==> config.mk <==
export PLATFORM = sky130hd
export DESIGN_NAME = cms_outq
export DESIGN_NICKNAME = d
export VERILOG_FILES = /design/src/rtl/cms_pkg.sv /design/src/rtl/cms_outq.sv
export SDC_FILE = /design/constraint.sdc
export NUM_CORES = 1
export LEC_CHECK = 0
export BUFFER_PORTS_ARGS = -buffer_cell sky130_fd_sc_hd__buf_2
export CAP_MARGIN = 20
export CORE_ASPECT_RATIO = 1.5
export CORE_UTILIZATION = 48
export CTS_CLUSTER_SIZE = 8
export DETAILED_ROUTE_END_ITERATION = 8
export PLACE_DENSITY = 0.72
export SYNTH_ARGS = -nofsm -noshare
export SYNTH_HDL_FRONTEND = slang
export SYNTH_SLANG_ARGS = --single-unit
==> constraint.sdc <==
create_clock -name clk -period 5.5 [get_ports clk]
set_input_delay 1.1 -clock clk [delete_from_list [all_inputs] [get_ports clk]]
set_output_delay 1.1 -clock clk [all_outputs]
set_load 0.02 [all_outputs]
==> src/rtl/cms_pkg.sv <==
`default_nettype none

package cms_pkg;

	localparam int unsigned IN_W   = 64;
	localparam int unsigned USER_W = 4;
	localparam int unsigned OUT_W  = 56;

	localparam logic [2:0] HL_SLOT = 3'd6;
	localparam logic [2:0] REG_H   = 3'd4;
	localparam logic [2:0] REG_L   = 3'd5;

	// bits that always read as one in the packed flag byte
	localparam logic [7:0] FLAG_FIXED = 8'h22;

	typedef enum logic [3:0] {
		MODE_MOV     = 4'd0,
		MODE_PUSH    = 4'd1,
		MODE_POP     = 4'd2,
		MODE_CALL    = 4'd3,
		MODE_JMP     = 4'd4,
		MODE_RST     = 4'd5,
		MODE_FLAG_LD = 4'd6,
		MODE_FLAG_RD = 4'd7,
		MODE_MEM_WR  = 4'd8,
		MODE_REG_WR  = 4'd9
	} mode_t;

	// what the second stage does with the RAM read data
	typedef enum logic [1:0] {
		KIND_NONE,
		KIND_POP,
		KIND_TARGET,
		KIND_LOAD
	} kind_t;

	typedef struct packed {
		logic        we;
		logic [15:0] addr;
		logic [7:0]  wdata;
	} mem_req_t;

	// S Z AC P CY -> S Z 1 AC 0 P 1 CY
	function automatic logic [7:0] pack_flags(input logic [4:0] f);
		logic [7:0] b;
		b = FLAG_FIXED;
		b[7] = f[4];
		b[6] = f[3];
		b[4] = f[2];
		b[2] = f[1];
		b[0] = f[0];
		return b;
	endfunction

	function automatic logic [4:0] unpack_flags(input logic [7:0] b);
		return {b[7], b[6], b[4], b[2], b[0]};
	endfunction

endpackage

`default_nettype wire

==> src/rtl/cms_outq.sv <==
`default_nettype none

module cms_outq (
	input  wire logic                          clk,
	input  wire logic                          arst_n,
	input  wire logic                          push,
	input  wire logic [cms_pkg::OUT_W-1:0]     push_data,
	input  wire logic                          take_ready,
	output logic                               valid,
	output logic [cms_pkg::OUT_W-1:0]          data,
	output logic [1:0]                         count
);

	logic [cms_pkg::OUT_W-1:0] ent_q [2];
	logic [1:0]                cnt_q;
	logic                      take;

	assign valid = (cnt_q != 2'd0);
	assign data  = ent_q[0];
	assign count = cnt_q;
	assign take  = valid && take_ready;

	always_ff @(posedge clk or negedge arst_n) begin
		if (!arst_n) begin
			cnt_q <= 2'd0;
		end else begin
			cnt_q <= 2'(cnt_q + {1'b0, push} - {1'b0, take});
		end
	end

	always_ff @(posedge clk) begin
		if (take) begin
			ent_q[0] <= (cnt_q == 2'd2) ? ent_q[1] : push_data;
			if (push && cnt_q == 2'd2) begin
				ent_q[1] <= push_data;
			end
		end else if (push) begin
			if (cnt_q == 2'd0) begin
				ent_q[0] <= push_data;
			end else begin
				ent_q[1] <= push_data;
			end
		end
	end

endmodule

`default_nettype wire

[Word level (Yosys, flattened, before mapping)]
Memories as Yosys holds them, arrays and structs flattened.
Index checks and enable logic that the tools add are counted.
W data, S select, Z words.
Operators by class
  $add $sub $neg: 2
  eq/ne operators: 1
  multiplexer cells: 16
  bitwise operators: 2
  reduce and logical (&&, ||, !) cells: 4
Operator list (count)
  $mux W56: 3
  $mux W1: 13
  $add A2 B1 Y2: 1
  $eq A2 B2 Y1 const B: 1
  $logic_and A1 B1 Y1: 2
  $logic_not A2 Y1: 1
  $or A1 B1 Y1: 2
  $reduce_bool A2 Y1: 1
  $sub A2 B1 Y2: 1
Storage, ports and cells
  flip-flop bits (word level): 2
  bits in writable memories: 112
  bits of input ports: 60
  output and inout port bits: 59
  word-level logic and storage cells: 27
  memories kept: 1
Memory list
  ent_q: depth 2, width 56, read ports 2, clocked after Yosys merged registers in 0, write ports 2, RTL line cms_outq.sv:14  | logic [cms_pkg::OUT_W-1:0] ent_q [2];

[Longest topological paths before layout]
Gate-level depths: netlist of run 1.
  depth after elaboration: 6
  gate-level depth with buffers: 5
  gate-level depth less buffers: 5

[Worst setup path after synthesis of run 1]
Ideal clock, no wire load.
  path kind: input -> register
  from: input port take_ready
  to: memory ent_q[0][100] (netlist bit), enable pin
  setup time: 556 ps
  data arrival time: 5340 ps
  data required time: 4944 ps
  slack: -396 ps
  stages: 3
  buffers on the path: 0
  cell sequence: inv_2 -> nand2_1 -> a21boi_0
RTL lines
  from (decl): RTL line cms_outq.sv:8  | input wire logic take_ready,
  to (decl): RTL line cms_outq.sv:14

==> reports/results.ini, run 1 <==
[power_and_ir_drop]
seq_power_share_pct = 45.3
powerDensity_mw_per_mm2 = 494
comb_power_share_pct = 22.1
power_leakage_uw = 0.00220
sw_frac_of_total_pct = 27.2
p_int_uw = 1990
pwr-share-clk_pct = 32.6
switching_power_uw = 745
vdd_drop_max_mv = 0.361
p_total_uw = 2740

[clocking]
numClockSinks = 114
max-clock-path-buffers = 2
clkLatencyLatePin_ns = 0.40
cts_hold_buf = 0
clk_pin_slew_ns = 0.05
cts_made_buffers = 17
cts_tree = yes
cts-root-buf = clkbuf_16
cts_resized = 0
post_cts_buffers = 0
cts_htree_levels = 4

[critical_path]
end_kind = flop
start_kind = input pin
crit_type = in2reg
required_ns = 5.54
worstReg2RegEnd = ent_q[0][66]$_DFFE_PP_
r2r_cells = 3
cp.arrival_ns = 2.61
r2r_start = count[0]$_DFF_PN0_
r2r_slack_ns = 3.34
crit_chain = buf_2 > inv_2 > nand2_1 > a21boi_4 > buf_4
crit_fanout = 33
endpoint = ent_q[0][66]$_DFFE_PP_
crit_path_max_incr_delay_ns = 0.67
slowest_stage = a21boi_4
crit_path_start = take_ready

[grt]
grt.total_usage_pct = 14.3
grt_pass1_wl_mm = 10.9
grt_antenna_before_repair = 0
grt_max_degree = 57
gr-total-overflow = 0
grt_pass1_vias = 2262

[logic_synthesis]
yosys.area.top_type = edfxtp_1
ys_seq_area_share_pct = 70.9
synth_cells = 243
synth_top_cells_by_area = edfxtp_1 70%, mux2_4 12%, buf_4 8.9%, mux2_2 4.0%, buf_12 2.1%
synth_area_mm2 = 0.00482
yosysWarnings = 0
syn-mean-instance-area_um2 = 19.8
ys_seq_elements = 114
ys_types = 15
synth_nets = 304
synth.top_cell.area_share_pct = 69.8

[routing]
routedWlPerCell_um = 15.9
drt_iter0_drc = 78
met3WireLength_um = 361
ant_nets = 0
drc = 0
vias_per_cell = 4.79
top_layer_used = met4
wl_met1_mm = 2.84
drt_wl_total_mm = 7.09
firstDrtPassIters = 4
vias = 2141
wl_met2_mm = 3.67

[finish]
area_delta_synth_final_pct = 15.0
layout_common_cells = 118 x buf_2, 112 x edfxtp_1, 40 x mux2_4
layout-drive-gt1-share_pct = 62.0
finish.utilization_pct = 57.2
stdcell_area_mm2 = 0.00554
layout_commonest_cell = buf_2
nets = 382
antenna_cells = 0
stdcell_count = 447

[placed_design]
gp_congestion = 0.727
dp_hpwl_mm = 4.57
io_buffers = 118
dpl_cell_area_mm2 = 0.00506
dp.cells = 417

[hold_path]
min_path_type = in2async

[sta]
rsz0062_at_grt = no
post-route-period-util_pct = 46.6
hold_violations = 0
worst_clock_skew_ns = 0.00721
setup_viol = 0
fin_crit_ns = 2.56
slew_headroom_pct = 37.0
drv_slew = 0
timing.fmax_mhz = 390
fin_setup_tns_ns = 0
tightest_slew_ns = 0.945

[floorplan]
die_area_mm2 = 0.0104
rows = 44
io_pins = 119
die_w_um = 83.8
die_y_um = 125
core_mm2 = 0.00969
start_util_pct = 49.7

[outcome]
outcome = finished, final reports clean

[run]
max_cap_viol_count = 0

state kept, by name (all words and copies together) (netlist names):
register  count
count         2
ent_q       112
cell usage after synthesis:
| cell type | count |
|---|---|
| a21boi_0 | 1 |
| a21oi_4 | 1 |
| buf_12 | 5 |
| buf_4 | 57 |
| dfrtp_1 | 2 |
| edfxtp_1 | 112 |
| ha_1 | 1 |
| inv_2 | 1 |
| mux2_2 | 17 |
| mux2_4 | 40 |
| nand2_1 | 1 |
| nand2b_4 | 1 |
| o21ai_0 | 2 |
| or2_2 | 1 |
| xnor2_1 | 1 |
critical path: cells and delay by family:
family                 cells  cell delay (ns)
AOI/OAI and AO/OA          1             0.67
buffers and inverters      3             0.70
and+or+nand+nor            1             0.10
cells by family (layout without fill, tap and decap cells):
group / Yosys count / count (layout) / synth area share [%]
multiplexers: 57 / 57 / 16.4
AND/OR/NAND/NOR: 3 / 3 / 0.494
flip-flops: 114 / 114 / 70.9
adder cells (fa/ha/maj): 1 / 1 / 0.260
AO/OA/AOI/OAI: 4 / 4 / 0.702
XOR/XNOR: 1 / 1 / 0.182
buffers and inverters: 63 / 152 / 11.0
metal layers:
| layer | vias up | global-route usage [%] |
|---|---|---|
| met3 | 19 | 5.96 |
| met4 | 0 | 8.77 |
| li1 | 1017 | - |
| met1 | 1024 | 15.3 |
| met5 | - | 0 |
| met2 | 81 | 23.3 |
per-stage QoR:
step | setup slack [ns] | hold slack, ns
3_3_place_gp | 2.56 | 0.528
4_1_cts | 2.90 | 0.458
6_report | 2.94 | 0.476
5_1_grt | 2.83 | 0.458
2_1_floorplan | 1.08 | 0.523
3_5_place_dp | 2.49 | 0.532
power groups by stage:
stage | sequential (uW) | combinational [uW] | clock [uW]
finish | 1240 | 606 | 893
global placement | 1250 | 605 | 0
detailed placement | 1260 | 616 | 0
global route | 1250 | 644 | 951
floorplan | 1260 | 586 | 0
CTS | 1240 | 618 | 915
final cells by class:
type / count / area, um^2
well taps: 115 / 144
clock buffers: 21 / 440
inverters: 1 / 3.75
flip-flops and latches: 114 / 3410
multi-input cells: 66 / 882
repair buffers: 121 / 613
fillers: 767 / 4150
clock inverters: 9 / 43.8
how the worst min path moves through the flow:
stage / startpoint / end / slack [ns] / cells after the start
after floorplan: ent_q[0][66]$_DFFE_PP_ / ent_q[0][10]$_DFFE_PP_ / 0.52 / 1
after global placement: ent_q[0][60]$_DFFE_PP_ / ent_q[0][4]$_DFFE_PP_ / 0.53 / 1
after detailed placement: ent_q[0][56]$_DFFE_PP_ / ent_q[0][0]$_DFFE_PP_ / 0.53 / 1
after CTS: arst_n / count[0]$_DFF_PN0_ / 0.46 / 1
after global routing: arst_n / count[0]$_DFF_PN0_ / 0.46 / 1
final: arst_n / count[0]$_DFF_PN0_ / 0.48 / 1
(Power assumes the default switching activity.)
==> run 2: changes to the inputs <==
CORE_UTILIZATION = 53   (was 48)
PLACE_DENSITY = 0.75   (was 0.72)
clock period = 2.6 ns   (was 5.5 ns; I/O delays follow)
==> run 2 against run 1 <==
Core utilization up 6.8 points. Wire length up 5.6%. Count of clock-buffer cells in the layout down 1. Total power up 120%. Critical endpoint is now ent_q[0][9]$_DFFE_PP_. Largest cell class unchanged.
==> reports/results.ini, run 2 (same netlist as run 1, synthesis figures left out) <==
[power_and_ir_drop]
power_leakage_uw = 0.00224
vdd_drop_max_mv = 0.767
p_total_uw = 6040
powerDensity_mw_per_mm2 = 1070

[critical_path]
crit_type = reg2reg
r2r_cells = 3
required_ns = 2.71
start_kind = flop
end_kind = flop
crit_path_max_incr_delay_ns = 0.60
crit_chain = or2_2 > mux2_2 > buf_12
slowest_stage = mux2_2
r2r_start = count[1]$_DFF_PN0_
worstReg2RegEnd = ent_q[0][9]$_DFFE_PP_
r2r_slack_ns = 0.70
cp.arrival_ns = 2.01
crit_fanout = 20

[routing]
firstDrtPassIters = 4
drt_iter0_drc = 105
vias = 2159
vias_per_cell = 4.86
drt_wl_total_mm = 7.48
ant_nets = 0
drc = 0
routedWlPerCell_um = 16.9

[floorplan]
core_mm2 = 0.00883
io_pins = 119
die_area_mm2 = 0.00948
rows = 42
die_w_um = 79.8
start_util_pct = 54.5
die_y_um = 119

[grt]
gr-total-overflow = 0
grt_antenna_before_repair = 1
grt_pass1_vias = 2232
grt.total_usage_pct = 17.4
grt_max_degree = 57
grt_pass1_wl_mm = 11.3

[finish]
largest_reg_flops = 112
nets = 384
area_delta_synth_final_pct = 17.3
layout_common_cells = 118 x buf_2, 112 x edfxtp_1, 40 x mux2_4
largest_register = ent_q
layout_commonest_cell = buf_2
antenna_cells = 0
nFillCells = 631
layout-drive-gt1-share_pct = 61.7

[placed_design]
dp_hpwl_mm = 4.90
io_buffers = 118
gp_congestion = 0.764

[sta]
slew_headroom_pct = 63.2
fin_crit_ns = 1.90
worst_clock_skew_ns = 0.00619
setup_viol = 0
tightest_slew_ns = 0.552
hold_violations = 0
timing.fmax_mhz = 526
post-route-period-util_pct = 73.1
fin_setup_tns_ns = 0
drv_slew = 0
rsz0062_at_grt = no

[hold_path]
min_to = ent_q[0][67]$_DFFE_PP_
hold_path_startpoint = push_data[11]
min_path_cells = 1
min_path_type = in2reg

[clocking]
cts-root-buf = clkbuf_16
clkLatencyLatePin_ns = 0.40
cts_made_buffers = 17
max-clock-path-buffers = 2
numClockSinks = 114
cts_hold_buf = 1
clk_pin_slew_ns = 0.05
cts_tree = yes
cts_htree_levels = 4
post_cts_buffers = 0
cts_resized = 0

[outcome]
outcome = finished, final reports clean

[run]
max_cap_viol_count = 0

## run 2: cell types whose count changed in the layout (fill, tap and decap cells not counted), sizes merged
cell,previous run,this run
bufinv,0,2
buf,121,122
clkinvlp,1,0
dlygate4sd3,0,1
clkbuf,21,20
## run 2: per-layer routing
metal  vias up  share of wire (%)  track usage, %
met5         -               0.17               0
met4         2                2.8            10.9
met3        19                5.2            7.10
met2        74                 54            28.1
met1      1049                 38            18.4
li1       1015                  -               -
## run 2: cell type report
cell class	instances	area, um^2	area share [%]
clock inverter	10	93.8	1.66
timing repair buffer	123	681	12.1
inverter	1	3.75	0.0665
multi-input combinational	66	882	15.6
sequential	114	3410	60.4
clock buffer	20	437	7.73
tap	110	138	2.44
## run 2: power breakdown
part / switching (uW) / leakage, uW / internal (uW)
registers: 106 / 0.00109 / 2520
clock network: 711 / 0.000261 / 1370
logic: 778 / 0.000891 / 556
total: 1600 / 0.00224 / 4450
## run 2: worst max path at each step
stage	startpoint	endpoint	slack, ns	cells after the start
after floorplan	count[1]$_DFF_PN0_	ent_q[0][0]$_DFFE_PP_	0.44	2
after global placement	count[1]$_DFF_PN0_	ent_q[0][31]$_DFFE_PP_	0.75	3
after detailed placement	count[1]$_DFF_PN0_	ent_q[0][6]$_DFFE_PP_	0.69	3
after CTS	count[1]$_DFF_PN0_	ent_q[0][12]$_DFFE_PP_	0.68	3
after global routing	count[1]$_DFF_PN0_	ent_q[0][26]$_DFFE_PP_	0.60	3
final	count[1]$_DFF_PN0_	ent_q[0][9]$_DFFE_PP_	0.70	3
## run 2: worst max-delay path, delay by kind of cell, from the launching register on
family	cells	cell delay (ns)
AND/OR/NAND/NOR	1	0.33
buffers and inverters	1	0.24
multiplexers	1	0.60
flip-flops	1	0.42
## run 2: metrics by stage
stage,area [um^2],setup WS (ns),util (%),instances,hold slack (ns)
global route,5650,0.600,64.0,444,0.286
floorplan,4830,0.440,-,243,0.224
global placement,5110,0.745,57.9,413,0.305
CTS,5650,0.683,64.0,444,0.282
finish,5650,0.700,64.0,444,0.303
detailed placement,5110,0.692,57.9,413,0.309
